<file path="config.mk">
export PLATFORM = sky130hd
export DESIGN_NAME = radio_module_reply_deframer_unit
export DESIGN_NICKNAME = d
export VERILOG_FILES = /design/src/rtl/rmrd_pkg.sv /design/src/rtl/radio_module_reply_deframer_unit.sv
export SDC_FILE = /design/constraint.sdc
export NUM_CORES = 1
export LEC_CHECK = 0
export ABC_AREA = 1
export BUFFER_PORTS_ARGS = -buffer_cell sky130_fd_sc_hd__buf_2
export CORE_ASPECT_RATIO = 0.7
export CORE_MARGIN = 10
export CORE_UTILIZATION = 65
export DETAILED_ROUTE_END_ITERATION = 12
export GPL_TIMING_DRIVEN = 0
export PLACE_DENSITY = 0.86
export SETUP_SLACK_MARGIN = 0.3
export SYNTH_ARGS = -nofsm -noshare
export SYNTH_HDL_FRONTEND = slang
export SYNTH_SLANG_ARGS = --single-unit
export TNS_END_PERCENT = 50
</file>
<file path="constraint.sdc">
create_clock -name clk -period 10.2 [get_ports clk]
set_input_delay 2.55 -clock clk [delete_from_list [all_inputs] [get_ports clk]]
set_output_delay 2.55 -clock clk [all_outputs]
set_load 0.02 [all_outputs]
</file>
<file path="src/rtl/rmrd_pkg.sv">
// Package for the radio module reply deframer.
// Holds frame marks, command and status codes and reset values; no dependencies.
package rmrd_pkg;

	localparam int DEF_MAX_PAYLOAD = 256;

	localparam int CMD_W      = 2;
	localparam int BYTE_W     = 8;
	localparam int STATUS_W   = 3;
	localparam int EVENT_W    = 9;
	localparam int LEN_W      = 16;
	localparam int POS_W      = 17;
	localparam int IN_DATA_W  = 16;
	localparam int OUT_DATA_W = 48;
	localparam int CFG_IDX_W  = 1;
	localparam int CFG_DATA_W = 16;

	// command codes
	localparam logic [CMD_W-1:0] CMD_BYTE  = 2'd0;
	localparam logic [CMD_W-1:0] CMD_TICK  = 2'd1;
	localparam logic [CMD_W-1:0] CMD_START = 2'd2;

	// status codes
	localparam logic [STATUS_W-1:0] ST_OK       = 3'd0;
	localparam logic [STATUS_W-1:0] ST_REFUSED  = 3'd1;
	localparam logic [STATUS_W-1:0] ST_TIMEOUT  = 3'd2;
	localparam logic [STATUS_W-1:0] ST_OVERFLOW = 3'd3;
	localparam logic [STATUS_W-1:0] ST_NO_EVENT = 3'd4;

	// register indexes
	localparam logic [CFG_IDX_W-1:0] REG_TIMEOUT    = 1'd0;
	localparam logic [CFG_IDX_W-1:0] REG_EVENT_MODE = 1'd1;

	localparam logic [BYTE_W-1:0] MARK_START     = 8'hFE;
	localparam logic [BYTE_W-1:0] MARK_END       = 8'hFD;
	localparam logic [BYTE_W-1:0] EVENT_TYPE     = 8'h07;
	localparam logic [BYTE_W-1:0] REFUSE_SUBTYPE = 8'h02;
	localparam logic [POS_W-1:0]  POS_MAX        = '1;

	localparam logic [LEN_W-1:0] TIMEOUT_RESET = 16'd200;

	// header byte positions
	localparam logic [POS_W-1:0] POS_TYPE    = 17'd1;
	localparam logic [POS_W-1:0] POS_SUBTYPE = 17'd2;
	localparam logic [POS_W-1:0] POS_LEN_HI  = 17'd4;
	localparam logic [POS_W-1:0] POS_LEN_LO  = 17'd5;
	localparam logic [POS_W-1:0] POS_PAYLOAD = 17'd6;

endpackage

</file>
<file path="src/rtl/radio_module_reply_deframer_unit.sv">
// Radio module reply deframer: top level, single module.
// Depends on rmrd_pkg for codes, marks and widths.
//
//  channel   | direction | tdata (low bit up)                          | tuser
//  s_axis    | in        | cmd[1:0], rx_byte[9:2], zero pad            | -
//  m_axis    | out       | payload_byte, payload_index, status,        | is_done
//            |           | event_code, frame_length, zero pad          |
//  cfg       | in        | index 0 timeout_ticks, index 1 event_mode   | -
//
// One transfer is taken every cycle unless m_axis stalls; each result passes
// through the input register, then the result register. Frame state is updated
// in the cycle the input register hands its item to the result register.
// arst_n clears all control and frame state and loads the register defaults.
// A stall on m_axis holds the result register and then the input register.
module radio_module_reply_deframer_unit #(
	parameter int MAX_PAYLOAD = rmrd_pkg::DEF_MAX_PAYLOAD
) (
	input  logic                              clk,
	input  logic                              arst_n,
	input  logic                              cfg_wr_en,
	input  logic [rmrd_pkg::CFG_IDX_W-1:0]    cfg_index,
	input  logic [rmrd_pkg::CFG_DATA_W-1:0]   cfg_data,
	input  logic                              s_axis_tvalid,
	output logic                              s_axis_tready,
	// cmd [1:0], rx_byte [9:2], zeros above
	input  logic [rmrd_pkg::IN_DATA_W-1:0]    s_axis_tdata,
	output logic                              m_axis_tvalid,
	input  logic                              m_axis_tready,
	// payload_byte [7:0], payload_index [15:8], status [18:16],
	// event_code [27:19], frame_length [43:28], zeros above
	output logic [rmrd_pkg::OUT_DATA_W-1:0]   m_axis_tdata,
	// is_done [0]
	output logic                              m_axis_tuser
);

	localparam int CNT_W = $clog2(MAX_PAYLOAD + 1);
	localparam logic [CNT_W-1:0] CNT_MAX = CNT_W'(MAX_PAYLOAD);

	// configuration
	logic [rmrd_pkg::LEN_W-1:0] timeout_q;
	logic                       event_mode_q;

	// input register
	logic                          valid_s1;
	logic [rmrd_pkg::CMD_W-1:0]    cmd_s1;
	logic [rmrd_pkg::BYTE_W-1:0]   byte_s1;

	// frame state
	logic                          active_q;
	logic [rmrd_pkg::POS_W-1:0]    pos_q;
	logic [rmrd_pkg::BYTE_W-1:0]   type_q;
	logic [rmrd_pkg::BYTE_W-1:0]   subtype_q;
	logic [rmrd_pkg::BYTE_W-1:0]   len_hi_q;
	logic [rmrd_pkg::LEN_W-1:0]    len_q;
	logic [CNT_W-1:0]              count_q;
	logic [rmrd_pkg::LEN_W-1:0]    tick_q;

	// result register
	logic                          valid_s2;
	logic [rmrd_pkg::OUT_DATA_W-1:0] data_s2;
	logic                          done_s2;

	logic advance;

	// next-state and result logic
	logic                          active_d;
	logic [rmrd_pkg::POS_W-1:0]    pos_d;
	logic [rmrd_pkg::BYTE_W-1:0]   type_d;
	logic [rmrd_pkg::BYTE_W-1:0]   subtype_d;
	logic [rmrd_pkg::BYTE_W-1:0]   len_hi_d;
	logic [rmrd_pkg::LEN_W-1:0]    len_d;
	logic [CNT_W-1:0]              count_d;
	logic [rmrd_pkg::LEN_W-1:0]    tick_d;
	logic [rmrd_pkg::POS_W-1:0]    pos_eff;
	logic                          res_valid;
	logic                          res_done;
	logic [rmrd_pkg::BYTE_W-1:0]   res_byte;
	logic [rmrd_pkg::BYTE_W-1:0]   res_index;
	logic [rmrd_pkg::STATUS_W-1:0] res_status;
	logic [rmrd_pkg::EVENT_W-1:0]  res_event;

	assign advance       = valid_s1 && (!valid_s2 || m_axis_tready);
	assign s_axis_tready = !valid_s1 || advance;
	assign m_axis_tvalid = valid_s2;
	assign m_axis_tdata  = data_s2;
	assign m_axis_tuser  = done_s2;

	always_comb begin
		active_d   = active_q;
		pos_d      = pos_q;
		type_d     = type_q;
		subtype_d  = subtype_q;
		len_hi_d   = len_hi_q;
		len_d      = len_q;
		count_d    = count_q;
		tick_d     = tick_q;
		pos_eff    = pos_q;
		res_valid  = 1'b0;
		res_done   = 1'b0;
		res_byte   = '0;
		res_index  = '0;
		res_status = rmrd_pkg::ST_OK;
		res_event  = '0;

		if (cmd_s1 == rmrd_pkg::CMD_START) begin
			pos_d     = '0;
			type_d    = '0;
			subtype_d = '0;
			len_hi_d  = '0;
			len_d     = '0;
			count_d   = '0;
			tick_d    = '0;
			active_d  = 1'b1;
		end else if (active_q && (cmd_s1 == rmrd_pkg::CMD_BYTE ||
				cmd_s1 == rmrd_pkg::CMD_TICK)) begin
			if (count_q >= CNT_MAX) begin
				res_valid  = 1'b1;
				res_done   = 1'b1;
				res_status = rmrd_pkg::ST_OVERFLOW;
				active_d   = 1'b0;
			end else if (cmd_s1 == rmrd_pkg::CMD_TICK) begin
				tick_d = tick_q + 16'd1;
				if (tick_d == '0 || tick_d >= timeout_q) begin
					res_valid  = 1'b1;
					res_done   = 1'b1;
					res_status = rmrd_pkg::ST_TIMEOUT;
					active_d   = 1'b0;
				end
			end else begin
				// a start mark restarts the frame and counts as header byte zero
				if (byte_s1 == rmrd_pkg::MARK_START) begin
					pos_d     = '0;
					type_d    = '0;
					subtype_d = '0;
					len_hi_d  = '0;
					len_d     = '0;
					count_d   = '0;
				end
				pos_eff = pos_d;
				if (pos_eff == rmrd_pkg::POS_TYPE)
					type_d = byte_s1;
				else if (pos_eff == rmrd_pkg::POS_SUBTYPE)
					subtype_d = byte_s1;
				else if (pos_eff == rmrd_pkg::POS_LEN_HI)
					len_hi_d = byte_s1;
				else if (pos_eff == rmrd_pkg::POS_LEN_LO)
					len_d = {len_hi_d, byte_s1};
				if (pos_eff != rmrd_pkg::POS_MAX)
					pos_d = pos_eff + 17'd1;

				if (pos_eff >= rmrd_pkg::POS_PAYLOAD &&
						rmrd_pkg::LEN_W'(count_d) < len_d) begin
					res_valid = 1'b1;
					res_byte  = byte_s1;
					res_index = rmrd_pkg::BYTE_W'(count_d);
					count_d   = count_d + CNT_W'(1);
				end else if (byte_s1 == rmrd_pkg::MARK_END &&
						pos_eff >= {1'b0, len_d} + rmrd_pkg::POS_PAYLOAD) begin
					res_valid = 1'b1;
					res_done  = 1'b1;
					active_d  = 1'b0;
					if (event_mode_q) begin
						if (type_d == rmrd_pkg::EVENT_TYPE)
							res_event = {1'b0, subtype_d} + 9'd1;
						else
							res_status = rmrd_pkg::ST_NO_EVENT;
					end else if (type_d == '0 && subtype_d == rmrd_pkg::REFUSE_SUBTYPE) begin
						res_status = rmrd_pkg::ST_REFUSED;
					end
				end
			end
		end
	end

	always_ff @(posedge clk or negedge arst_n) begin
		if (!arst_n) begin
			timeout_q    <= rmrd_pkg::TIMEOUT_RESET;
			event_mode_q <= 1'b0;
			valid_s1     <= 1'b0;
			valid_s2     <= 1'b0;
			active_q     <= 1'b0;
			pos_q        <= '0;
			type_q       <= '0;
			subtype_q    <= '0;
			len_hi_q     <= '0;
			len_q        <= '0;
			count_q      <= '0;
			tick_q       <= '0;
		end else begin
			if (cfg_wr_en) begin
				unique case (cfg_index)
					rmrd_pkg::REG_TIMEOUT:    timeout_q    <= cfg_data;
					rmrd_pkg::REG_EVENT_MODE: event_mode_q <= cfg_data[0];
					default: ;
				endcase
			end
			if (s_axis_tready)
				valid_s1 <= s_axis_tvalid;
			if (advance) begin
				active_q  <= active_d;
				pos_q     <= pos_d;
				type_q    <= type_d;
				subtype_q <= subtype_d;
				len_hi_q  <= len_hi_d;
				len_q     <= len_d;
				count_q   <= count_d;
				tick_q    <= tick_d;
				valid_s2  <= res_valid;
			end else if (m_axis_tready) begin
				valid_s2 <= 1'b0;
			end
		end
	end

	// payload registers
	always_ff @(posedge clk) begin
		if (s_axis_tready && s_axis_tvalid) begin
			cmd_s1  <= s_axis_tdata[1:0];
			byte_s1 <= s_axis_tdata[9:2];
		end
		if (advance && res_valid) begin
			done_s2 <= res_done;
			data_s2 <= {4'd0, len_d, res_event, res_status, res_index, res_byte};
		end
	end

endmodule

</file>
==> metrics <==
startpoint of the lowest-slack hold path=len_hi_q[1]; io pins=89; slowest cell delay on critical path=about 720 ps; nature of the critical path startpoint=register; cell type of the slowest stage on the worst timing path=inv_2; placeable core region=14630 um^2; maximum clock path buffer count=2; Worst setup startpoint=byte_s1[5]; TritonCTS clock tree=built; max-cap viol count=0; global-route congestion overflow total=0; data required time at the worst endpoint=10260 ps; kind of end point of the critical path=register; setup slack after placement=3421 ps; kind of critical path=register to register; P per Cell Area=293.1 nW/um^2; Detailed Routing Iterations Pass 1=7; maximum net fanout on the critical path=45; Final Hold Violating Endpoints=0; detail-routed via count per cell=5.936; fraction of final layout cells sized beyond drive strength 1=0.1434; unrepaired setup endpoints after global routing=false; cell chosen for the clock root=clkbuf_16; distinct cell type count of the synthesized netlist=55; most prevalent standard cell on the critical path=nand2_1; later-pin clock latency in the skew report=440 ps; final cell count without fillers=1520; Routed Antenna Nets=0; Static Leakage=between 5 and 6 nW; register area share after synthesis=0.4344; Total Neg Setup Slack=0 ps; relative slew slack=0.2579; number of stages on the worst hold path=2; critical path arrival=7180 ps; total stage count of the critical path=35; cell count after placement=1488; Max IR drop VDD=around 150 uV; maximum number of pins on one net before global-route repair=slightly below 60; synthesized instance count=1211; Yosys reg bits=between 150 and 200; total of hold buffers inserted after clock tree synthesis=0; cell type group with the largest total delay on the critical path=simple AND/OR/NAND/NOR gates; placed wire-length estimate=20830 um; routed via count=9022; Layout Area Growth over Synthesis=13.11%; antenna violations before repair=1; Pins Over Slew Limit=0; Avg Cell Area, Syn=7.999 um^2; Hold Crit Class=register to register; number of input and output port buffers inserted=78; post-CTS repair timing setup buffer count=0; post-synthesis cell area=about 9700 um^2; pin slew with the least headroom to its limit=1111 ps; H-tree depth=4; Bufs and invs on worst path=8; row count=37; number of clock buffers inserted by TritonCTS=17; Final Routed Wirelength=28130 um; Final setup violation count=0; minimum clock period=7117 ps; worst reg2reg path depth=35; startpoint of the most critical register-to-register path=byte_s1[5]; share of the cycle needed by the critical path after routing=0.6978; setup slack after layout=3083 ps; total global routing track utilization=0.2715; routed length per instance=18.50 um; clock slew seen by the registers of the worst setup and hold paths=70 ps; overall die area=20260 um^2; Post-Route Skew=12.42 ps; maximum clock rate=140.5 MHz; number of gates given a new drive strength after cts=0; number of fill cells=1085; run status=completed; antenna fix cells=0; Synth warnings=0; net count of the finished layout=about 1400; share of flip-flops with an asynchronous set or reset=0.6497; final RePlAce weighted congestion=1.007; DR iter-0 viols=1147; number of sinks driven by the clock tree=157; Starting Density=0.6622; post-layout utilization of the core=0.7490; wire length of the first global-routing pass=approximately 44000 um; Post-synth EDFFs=55; die span in x=roughly 170 um; Die Height=122.1 um; residual DRC count=0; vias in the first global route=8336; ys flop type=dfrtp_1
==> placed cells by master, fill, tap and decap left out, drive strengths merged <==
cell      Yosys  layout
o21ai       119     119
bufinv        0       2
clkinv        2       8
edfxtp       55      55
nand3b        2       2
a2111oi       1       1
o211ai        6       6
or3b          1       1
nor4          7       7
dfstp         3       3
a21o          1       1
xnor2         3       3
dfrtp        99      99
mux2i         1       1
buf          22     101
a211oi        1       1
or2           4       4
o2111ai       1       1
a22o          3       3
clkinvlp      0       1
conb          1       4
clkbuf       21      39
inv         181     186
and3          1       1
o22ai        17      17
nor3         27      27
xor2         33      33
nand3        77      77
nand2       241     241
a21oi        56      56
o31ai         2       2
a31oi         2       2
nand4        28      28
nor2        139     139
nor3b         1       1
ha           53      53
==> cells in the mapped netlist, drive strengths merged, types with 2 or more instances <==
cell type,instances,area (um^2)
or2,4,27.53
buf,22,146.4
nand3b,2,18.77
clkinv,2,7.510
clkbuf,21,78.83
edfxtp,55,1652
a22o,3,26.28
o22ai,17,106.4
nand3,77,420.4
inv,181,679.4
nor2,139,595.6
a31oi,2,12.51
nand2,241,937.2
dfrtp,99,2477
nand4,28,175.2
xnor2,3,26.28
nor4,7,43.79
dfstp,3,78.83
o21ai,119,629.4
ha,53,663.1
o211ai,6,58.81
a21oi,56,291.5
nor3,27,161.4
xor2,33,289.0
o31ai,2,15.01
==> state kept, by name (all words and copies together) (netlist names) <==
register	count
m_axis_tuser	1
pos_q	17
byte_s1	8
count_q	9
len_q	16
subtype_q	8
cmd_s1	2
event_mode_q	1
m_axis_tvalid	1
m_axis_tdata	44
timeout_q	16
valid_s1	1
tick_q	16
type_q	8
active_q	1
len_hi_q	8
==> per-stage QoR <==
| stage | cell area, um^2 | total power [W] | hold WS [ps] |
|---|---|---|---|
| finish | 10960 | 0.003212 | 484.8 |
| global route | 10960 | 0.003415 | 503.7 |
| floorplan | 9698 | 0.002068 | 449.1 |
| global placement | 10330 | 0.002419 | 461.7 |
| detailed placement | 10360 | 0.002469 | 466.0 |
| CTS | 10960 | 0.003151 | 482.7 |
==> routing by layer <==
layer | global-route usage | share of wire | vias up
met2 | 0.3977 | 0.42 | 561
met3 | 0.08108 | 0.13 | 50
met4 | 0.06898 | 0.016 | 0
li1 | - | - | 4195
met1 | 0.3860 | 0.43 | 4216
met5 | 0 | 0 | -
==> final timing paths <==
check | end | slack, ps
max | m_axis_tdata[41] | 3080
min | len_hi_q[1] | 480
max reg2reg | m_axis_tdata[41] | 3080
min reg2reg | len_hi_q[1] | 480
max in group asynchronous | timeout_q[3] | 7330
min in group asynchronous | pos_q[8] | 2130
==> final cells by class <==
type                       count  area, um^2  area share
multi-input combinational    831        4578      0.4178
timing repair buffer          79       420.4     0.03837
inverter                     183       686.9     0.06269
clock inverter                14       155.1     0.01416
clock buffer                  18       439.2     0.04008
tap                          195       244.0     0.02227
sequential                   157        4208      0.3840
buffer                        43       225.2     0.02055
==> worst min-delay path: stages, from the launching register on <==
cell and delay, ps:
dfrtp_1 350, nand2_1 60, nand2_1 50
==> power breakdown <==
| part | internal (W) | switching, W |
|---|---|---|
| Sequential | 0.000826 | 0.000115 |
| Clock | 0.000371 | 0.000278 |
| Combinational | 0.000508 | 0.00111 |
==> logic make-up after synthesis <==
logic type,Yosys count,share of synthesized area
AOI/OAI and AO/OA,209,0.1210
xor gates and xnor gates,36,0.03255
adders and majority gates,53,0.06846
buffers and inverters,226,0.09416
DFF,157,0.4344
muxes,1,0.001033
other,1,0.0003871
and+or+nand+nor,528,0.2480
No activity file was read; power rests on OpenSTA's default activity.
